File: src/rtl/core/nts_pkg.sv
// shared types, constants and digit tables for the nixie time serializer
package nts_pkg;

  localparam int unsigned FrameBits = 32;
  localparam int unsigned CntW      = $clog2(FrameBits);
  localparam int unsigned WordBits  = 16;

  localparam logic [5:0] MinuteLimit = 6'd60;
  localparam logic [4:0] HourLimit   = 5'd24;

  // cathode bit position for each digit value
  localparam logic [3:0] UnitsPos    [10] = '{4'd8, 4'd9, 4'd0, 4'd1, 4'd2,
                                              4'd3, 4'd4, 4'd5, 4'd6, 4'd7};
  localparam logic [3:0] MinTensPos  [6]  = '{4'd14, 4'd15, 4'd10, 4'd11, 4'd12, 4'd13};
  localparam logic [3:0] HourTensPos [3]  = '{4'd12, 4'd10, 4'd11};

  typedef enum logic {
    OP_SHOW  = 1'b0,
    OP_CLEAR = 1'b1
  } nts_op_e;

  typedef struct packed {
    nts_op_e    operation;
    logic [4:0] hours;
    logic [5:0] minutes;
  } nts_item_t;

  typedef struct packed {
    nts_op_e                operation;
    logic [FrameBits-1:0]   frame;
  } nts_frame_t;

endpackage

File: src/rtl/core/nts_if.sv
// valid/ready channel interfaces for commands and serial bits
interface nts_cmd_if;
  logic       valid;
  logic       ready;
  logic       operation;
  logic [4:0] hours;
  logic [5:0] minutes;

  modport source (output valid, output operation, output hours, output minutes,
                  input ready);
  modport sink   (input valid, input operation, input hours, input minutes,
                  output ready);
endinterface

interface nts_bit_if;
  logic valid;
  logic ready;
  logic serial_bit;
  logic clear_pulse;
  logic last;

  modport source (output valid, output serial_bit, output clear_pulse, output last,
                  input ready);
  modport sink   (input valid, input serial_bit, input clear_pulse, input last,
                  output ready);
endinterface

File: src/rtl/core/nts_encode.sv
// digit split and cathode mapping into the 32-bit shift frame
module nts_encode (
  input  nts_pkg::nts_item_t  item_i,
  output nts_pkg::nts_frame_t frame_o
);
  import nts_pkg::*;

  logic [2:0]          m_tens;
  logic [1:0]          h_tens;
  logic [5:0]          m_units_full;
  logic [4:0]          h_units_full;
  logic [3:0]          m_units;
  logic [3:0]          h_units;
  logic [WordBits-1:0] min_word;
  logic [WordBits-1:0] hour_word;

  always_comb begin
    if (item_i.minutes >= 6'd50)      m_tens = 3'd5;
    else if (item_i.minutes >= 6'd40) m_tens = 3'd4;
    else if (item_i.minutes >= 6'd30) m_tens = 3'd3;
    else if (item_i.minutes >= 6'd20) m_tens = 3'd2;
    else if (item_i.minutes >= 6'd10) m_tens = 3'd1;
    else                              m_tens = 3'd0;

    if (item_i.hours >= 5'd20)      h_tens = 2'd2;
    else if (item_i.hours >= 5'd10) h_tens = 2'd1;
    else                            h_tens = 2'd0;

    m_units_full = item_i.minutes - 6'(m_tens) * 6'd10;
    h_units_full = item_i.hours - 5'(h_tens) * 5'd10;
    // clamp keeps table indexes in range when the word is blanked anyway
    m_units = (m_units_full > 6'd9) ? 4'd0 : m_units_full[3:0];
    h_units = (h_units_full > 5'd9) ? 4'd0 : h_units_full[3:0];

    if (item_i.minutes >= MinuteLimit) begin
      min_word = '0;
    end else begin
      min_word = (WordBits'(1) << UnitsPos[m_units]) |
                 (WordBits'(1) << MinTensPos[m_tens]);
    end

    if (item_i.hours >= HourLimit) begin
      hour_word = '0;
    end else begin
      hour_word = (WordBits'(1) << UnitsPos[h_units]) |
                  (WordBits'(1) << HourTensPos[h_tens]);
    end

    frame_o.operation = item_i.operation;
    // first byte out sits on top, msb first within each byte
    frame_o.frame     = {min_word[7:0], min_word[15:8], hour_word[7:0], hour_word[15:8]};
  end

endmodule

File: src/rtl/core/nts_shifter.sv
// output shift register that emits one serial bit transaction per cycle while busy and the receiver is ready
module nts_shifter (
  input  logic                clk_i,
  input  logic                rst_ni,
  input  logic                load_valid_i,
  output logic                load_ready_o,
  input  nts_pkg::nts_frame_t frame_i,
  nts_bit_if.source           bit_o
);
  import nts_pkg::*;

  logic                 busy_q, busy_d;
  logic [CntW-1:0]      cnt_q, cnt_d;
  nts_op_e              op_q, op_d;
  logic [FrameBits-1:0] frame_q, frame_d;
  logic                 out_fire;
  logic                 final_bit;
  logic                 load;

  assign final_bit    = (op_q == OP_CLEAR) || (cnt_q == CntW'(FrameBits - 1));
  assign out_fire     = busy_q && bit_o.ready;
  assign load_ready_o = !busy_q || (out_fire && final_bit);
  assign load         = load_valid_i && load_ready_o;

  assign bit_o.valid       = busy_q;
  assign bit_o.serial_bit  = (op_q == OP_CLEAR) ? 1'b0 : frame_q[FrameBits-1];
  assign bit_o.clear_pulse = (op_q == OP_CLEAR);
  assign bit_o.last        = final_bit;

  always_comb begin
    busy_d  = busy_q;
    cnt_d   = cnt_q;
    op_d    = op_q;
    frame_d = frame_q;
    if (load) begin
      busy_d  = 1'b1;
      cnt_d   = '0;
      op_d    = frame_i.operation;
      frame_d = frame_i.frame;
    end else if (out_fire) begin
      if (final_bit) begin
        busy_d = 1'b0;
      end else begin
        cnt_d   = cnt_q + 1'b1;
        frame_d = {frame_q[FrameBits-2:0], 1'b0};
      end
    end
  end

  always_ff @(posedge clk_i or negedge rst_ni) begin
    if (!rst_ni) begin
      busy_q <= 1'b0;
      cnt_q  <= '0;
      op_q   <= OP_SHOW;
    end else begin
      busy_q <= busy_d;
      cnt_q  <= cnt_d;
      op_q   <= op_d;
    end
  end

  always_ff @(posedge clk_i) begin
    frame_q <= frame_d;
  end

endmodule

File: src/rtl/core/nixie_time_serializer.sv
// top level: command register, frame encoder and serial output shifter
// an accepted command is registered, then loaded into the shifter, which sends its bits
// throughput: a show command holds the shifter for 32 bit transactions, a clear for one;
//   the command register takes the next command while the shifter is still busy
// the 32-bit shift register and its 5-bit bit counter set the per-command rate
// reset: asynchronous active low, clears the valid flags, bit counter and operation only
module nixie_time_serializer (
  input  logic      clk_i,
  input  logic      rst_ni,
  nts_cmd_if.sink   cmd_i,
  nts_bit_if.source bits_o
);
  import nts_pkg::*;

  // command register, decoupled from the shifter so a new transaction can land early
  logic       cmd_vld_q, cmd_vld_d;
  nts_item_t  cmd_q, cmd_d;
  nts_item_t  cmd_in;
  nts_frame_t frame;
  logic       load_ready;
  logic       cmd_fire;

  assign cmd_in.operation = nts_op_e'(cmd_i.operation);
  assign cmd_in.hours     = cmd_i.hours;
  assign cmd_in.minutes   = cmd_i.minutes;

  // accept when the register is empty or is handing its command to the shifter now
  assign cmd_i.ready = !cmd_vld_q || load_ready;
  assign cmd_fire    = cmd_i.valid && cmd_i.ready;

  always_comb begin
    cmd_vld_d = cmd_vld_q;
    cmd_d     = cmd_q;
    if (cmd_fire) begin
      cmd_vld_d = 1'b1;
      cmd_d     = cmd_in;
    end else if (load_ready) begin
      cmd_vld_d = 1'b0;
    end
  end

  always_ff @(posedge clk_i or negedge rst_ni) begin
    if (!rst_ni) begin
      cmd_vld_q <= 1'b0;
    end else begin
      cmd_vld_q <= cmd_vld_d;
    end
  end

  always_ff @(posedge clk_i) begin
    cmd_q <= cmd_d;
  end

  // tens/units split and cathode lookup, straight from the command register
  nts_encode u_encode (
    .item_i  (cmd_q),
    .frame_o (frame)
  );

  // serial output stage, loads a new frame when idle or on the cycle the last bit leaves
  nts_shifter u_shifter (
    .clk_i        (clk_i),
    .rst_ni       (rst_ni),
    .load_valid_i (cmd_vld_q),
    .load_ready_o (load_ready),
    .frame_i      (frame),
    .bit_o        (bits_o)
  );

endmodule

File: src/flat_wrapper.sv
// flat-port wrapper written by rule: the top's interface ports become plain ports
module nixie_time_serializer_flat import nts_pkg::*;
  (clk_i, rst_ni, cmd_i_valid, cmd_i_operation, cmd_i_hours, cmd_i_minutes, cmd_i_ready, bits_o_valid, bits_o_serial_bit, bits_o_clear_pulse, bits_o_last, bits_o_ready);
  nts_cmd_if cmd_i_i ();
  nts_bit_if bits_o_i ();
  input  logic clk_i;
  input  logic rst_ni;
  input wire logic [$bits(cmd_i_i.valid)-1:0] cmd_i_valid;
  input wire logic [$bits(cmd_i_i.operation)-1:0] cmd_i_operation;
  input wire logic [$bits(cmd_i_i.hours)-1:0] cmd_i_hours;
  input wire logic [$bits(cmd_i_i.minutes)-1:0] cmd_i_minutes;
  output wire logic [$bits(cmd_i_i.ready)-1:0] cmd_i_ready;
  output wire logic [$bits(bits_o_i.valid)-1:0] bits_o_valid;
  output wire logic [$bits(bits_o_i.serial_bit)-1:0] bits_o_serial_bit;
  output wire logic [$bits(bits_o_i.clear_pulse)-1:0] bits_o_clear_pulse;
  output wire logic [$bits(bits_o_i.last)-1:0] bits_o_last;
  input wire logic [$bits(bits_o_i.ready)-1:0] bits_o_ready;
  assign cmd_i_i.valid = cmd_i_valid;
  assign cmd_i_i.operation = cmd_i_operation;
  assign cmd_i_i.hours = cmd_i_hours;
  assign cmd_i_i.minutes = cmd_i_minutes;
  assign cmd_i_ready = cmd_i_i.ready;
  assign bits_o_valid = bits_o_i.valid;
  assign bits_o_serial_bit = bits_o_i.serial_bit;
  assign bits_o_clear_pulse = bits_o_i.clear_pulse;
  assign bits_o_last = bits_o_i.last;
  assign bits_o_i.ready = bits_o_ready;
  nixie_time_serializer u_core (.clk_i(clk_i), .rst_ni(rst_ni), .cmd_i(cmd_i_i), .bits_o(bits_o_i));
endmodule
File: config.mk
export PLATFORM = sky130hd
export DESIGN_NAME = nixie_time_serializer_flat
export DESIGN_NICKNAME = d
export VERILOG_FILES = /design/src/rtl/core/nts_pkg.sv /design/src/rtl/core/nts_if.sv /design/src/rtl/core/nts_encode.sv /design/src/rtl/core/nts_shifter.sv /design/src/rtl/core/nixie_time_serializer.sv /design/src/flat_wrapper.sv
export SDC_FILE = /design/constraint.sdc
export NUM_CORES = 1
export LEC_CHECK = 0
export BUFFER_PORTS_ARGS = -buffer_cell sky130_fd_sc_hd__buf_2
export CAP_MARGIN = 20
export CORE_ASPECT_RATIO = 1.1
export CORE_MARGIN = 4
export CORE_UTILIZATION = 55
export CTS_CLUSTER_DIAMETER = 100
export CTS_CLUSTER_SIZE = 30
export DETAILED_ROUTE_END_ITERATION = 16
export PLACE_DENSITY = 0.73
export RECOVER_POWER = 25
export SLEW_MARGIN = 25
export SYNTH_ARGS = -nofsm -noshare
export SYNTH_HDL_FRONTEND = slang
export SYNTH_SLANG_ARGS = --single-unit
File: constraint.sdc
create_clock -name clk_i -period 4.6 [get_ports clk_i]
set_input_delay 0.23 -clock clk_i [delete_from_list [all_inputs] [get_ports clk_i]]
set_output_delay 0.23 -clock clk_i [all_outputs]
set_load 0.02 [all_outputs]
==> results.json <==
{
  "status": "finished, final reports clean",
  "ios": 21,
  "arrival_ps": 3140,
  "gr-usage-all-layers_pct": 18.2,
  "synth_seq_area_share_pct": 55.9,
  "hold_path_class": "input port to register",
  "port_buffers": 20,
  "drc": 0,
  "cts_root_buf": "clkbuf_8",
  "critPathCaptureType": "register",
  "routed_via_density": 5.98,
  "regArea_sq_mm": 0.00152,
  "syn_inst": 245,
  "placed_cells_incl_taps": 315,
  "hold_viol_final": 0,
  "yosys_warnings": 0,
  "relSlewSlack_pct": 37.8,
  "synth_top_flop_cell": "edfxtp_1",
  "setup-tns-final_ps": 0,
  "finClkSkew_ps": 5.36,
  "slew_violations": 0,
  "grt_pass1_wl_um": 8450,
  "multi_input_area_sq_mm": 0.00109,
  "cts_max_path_buffers": 2,
  "initial_core_util_pct": 57.7,
  "crit_fanout": 24,
  "maxCapViolCount": 0,
  "htree_levels": 2,
  "holdPathEnd": "u_core.cmd_q[3]$_DFFE_PP_",
  "clk_latency_ps": 300,
  "dr.pass1.iters": 5,
  "layout.nets": 296,
  "p_leak_nw": 1.20,
  "vdd_drop_max_mv": 0.312,
  "setup_viol": 0,
  "core.rowCount": 26,
  "cts_buffers": 5,
  "reg2reg_slack_ps": 1470,
  "r2r_start": "u_core.u_shifter.cnt_q[0]$_DFFE_PN0P_",
  "core_sq_mm": 0.00472,
  "synth_area_sq_mm": 0.00272,
  "crit_start": "u_core.u_shifter.cnt_q[0]$_DFFE_PN0P_",
  "wirelength_um": 5020,
  "fillers": 386,
  "clkSinkCount": 52,
  "min_period_ps": 3130,
  "dpl_worst_slack_ps": 1530,
  "synth-seq-cells": 52,
  "crit_path_start_kind": "register",
  "vias": 1938,
  "finalCritPeriodShare_pct": 67.9,
  "worst_r2r_endpoint": "u_core.u_shifter.frame_q[20]$_DFFE_PP_",
  "synthTopCellsByArea": "edfxtp_1 (49%), dfrtp_1 (7.4%), nand2_1 (5.8%), ha_1 (5.1%), a32o_1 (2.6%)",
  "ant_nets": 0,
  "fmax_mhz": 320,
  "synthArstFlopShare_pct": 15.4,
  "worstSetupPathType": "register to register",
  "antenna_found_initial": 0,
  "dp_hpwl_um": 3490,
  "num_antenna_cells": 0,
  "drtIter0Drc": 172,
  "yosys-top-cells-count": "edfxtp_1 (44), nand2_1 (42), nor2_1 (17), inv_1 (14), o21ai_1 (13)",
  "hp-start": "cmd_i_minutes[3]",
  "cts-resized-gates": 0,
  "die_h_um": 81.8,
  "grt_pass1_vias": 1886,
  "drive_above_1_share_pct": 11.6,
  "crit_required_ps": 4610,
  "avgRoutedWirePerCell_um": 15.5,
  "synth_edf_count": 44,
  "yosysUniqueCellTypes": 45,
  "synth_fp_nets": 274,
  "reg2reg_depth": 8,
  "die_area_sq_mm": 0.00614,
  "layout_setup_ws_ps": 1470,
  "cts_tree": "yes",
  "yosysMostFrequentCell": "edfxtp_1",
  "grt_remaining_overflow": 0,
  "rsz0062_at_grt": "no",
  "syn_avg_cell_area_sq_um": 11.1,
  "worst_slew_pin_slew_ps": 932,
  "place_congestion": 0.871,
  "finalPower_mw": 1.67,
  "final_cells": 324,
  "grt_start_max_net_pins": 28,
  "synth_top_area_cell": "edfxtp_1",
  "p_per_area_mw_per_mm2": 562,
  "yosys.area.top_type_share_pct": 48.6,
  "timing.hold.ws_ps": 96.2,
  "hold-path-cell-count": 1,
  "dieWidth_um": 75.1,
  "syn_to_final_growth_pct": 9.43,
  "path_clk_slew_ps": 90
}
## how the worst max path moves through the flow
stage                                                           end  slack (ps)  depth (start not counted)
after global routing         u_core.u_shifter.frame_q[21]$_DFFE_PP_        1250                          8
after floorplan              u_core.u_shifter.frame_q[30]$_DFFE_PP_        1790                         12
after global placement    u_core.u_shifter.frame_q[0]$_SDFFCE_PP0P_        1640                          8
after detailed placement     u_core.u_shifter.frame_q[30]$_DFFE_PP_        1530                         11
after CTS                    u_core.u_shifter.frame_q[30]$_DFFE_PP_        1510                         11
final                        u_core.u_shifter.frame_q[20]$_DFFE_PP_        1470                          8
## cell usage in the layout (no fill, tap or decap), types with 2 or more instances in the layout
master	n
buf_2	16
nor2_1	17
a221oi_1	2
clkbuf_1	4
nand3_1	7
fa_1	2
ha_1	11
and2_1	2
dfrtp_1	8
nor3_1	5
nand2_1	42
a21oi_1	5
a22o_1	4
o31ai_1	6
xor2_1	2
nand2b_1	3
nand3b_1	5
nor2b_1	4
edfxtp_1	44
clkbuf_8	6
o211ai_1	2
a32o_1	7
o41ai_1	6
buf_4	2
o21ai_0	5
inv_1	14
o21ai_1	13
a31oi_1	2
a21o_1	2
## routing by layer
layer,track usage (%),wire [um]
met1,23.8,2290
met2,29.4,2390
met3,4.04,271
met4,7.12,64
met5,0,0
## kinds of logic (layout without fill, tap and decap cells)
| logic type | count (synthesis) | in the layout | share of synthesized area [%] |
|---|---|---|---|
| DFF | 52 | 52 | 55.9 |
| buffers and inverters | 23 | 46 | 3.45 |
| and+or+nand+nor | 94 | 94 | 16.8 |
| muxes | 1 | 1 | 0.506 |
| AOI/OAI and AO/OA | 59 | 59 | 15.8 |
| xor gates and xnor gates | 3 | 3 | 0.966 |
| adders and majority gates | 13 | 13 | 6.53 |
## report_power, final
group	switching, mW	total (mW)	internal, mW	leakage [nW]
clock network	0.145	0.320	0.175	0.0588
logic	0.374	0.597	0.223	0.614
registers	0.0674	0.757	0.689	0.529
## state kept, by name, summed over array words and instances, names as in the netlist
signal and flops:
u_core.cmd_vld_q 1, u_core.u_shifter.cnt_q 5, u_core.cmd_q 12, u_core.u_shifter.frame_q 32, u_core.u_shifter.bit_o.valid 1, u_core.u_shifter.bit_o.clear_pulse 1
## repair_timing
item / in CTS / in global routing
endpoints found under the setup margin: 0 / 0
endpoints found under the hold margin: 8 / 0
hold buffers: 1 / 0
setup buffers: 0 / 0
## cell type report
cell class | instances | share of cell area, %
sequential | 52 | 51.1
multi-input combinational | 170 | 36.7
timing repair buffer | 23 | 4.04
clock buffer | 6 | 2.77
tap | 56 | 2.35
inverter | 15 | 1.89
clock inverter | 2 | 1.13
## metrics by stage
step	utilization [%]	area, sq um
after detailed placement	60.8	2870
after global placement	60.8	2870
after global routing	63.1	2980
after floorplan	-	2720
final	63.1	2980
after CTS	63.5	2990
## worst max-delay path: stages, from the launching register on
cell	delay (ps)
dfrtp_1	420
ha_1	240
and3_1	190
ha_1	200
or2_0	340
nor2_8	160
o22ai_1	210
inv_1	750
buf_4	320
(Power assumes the default switching activity.)
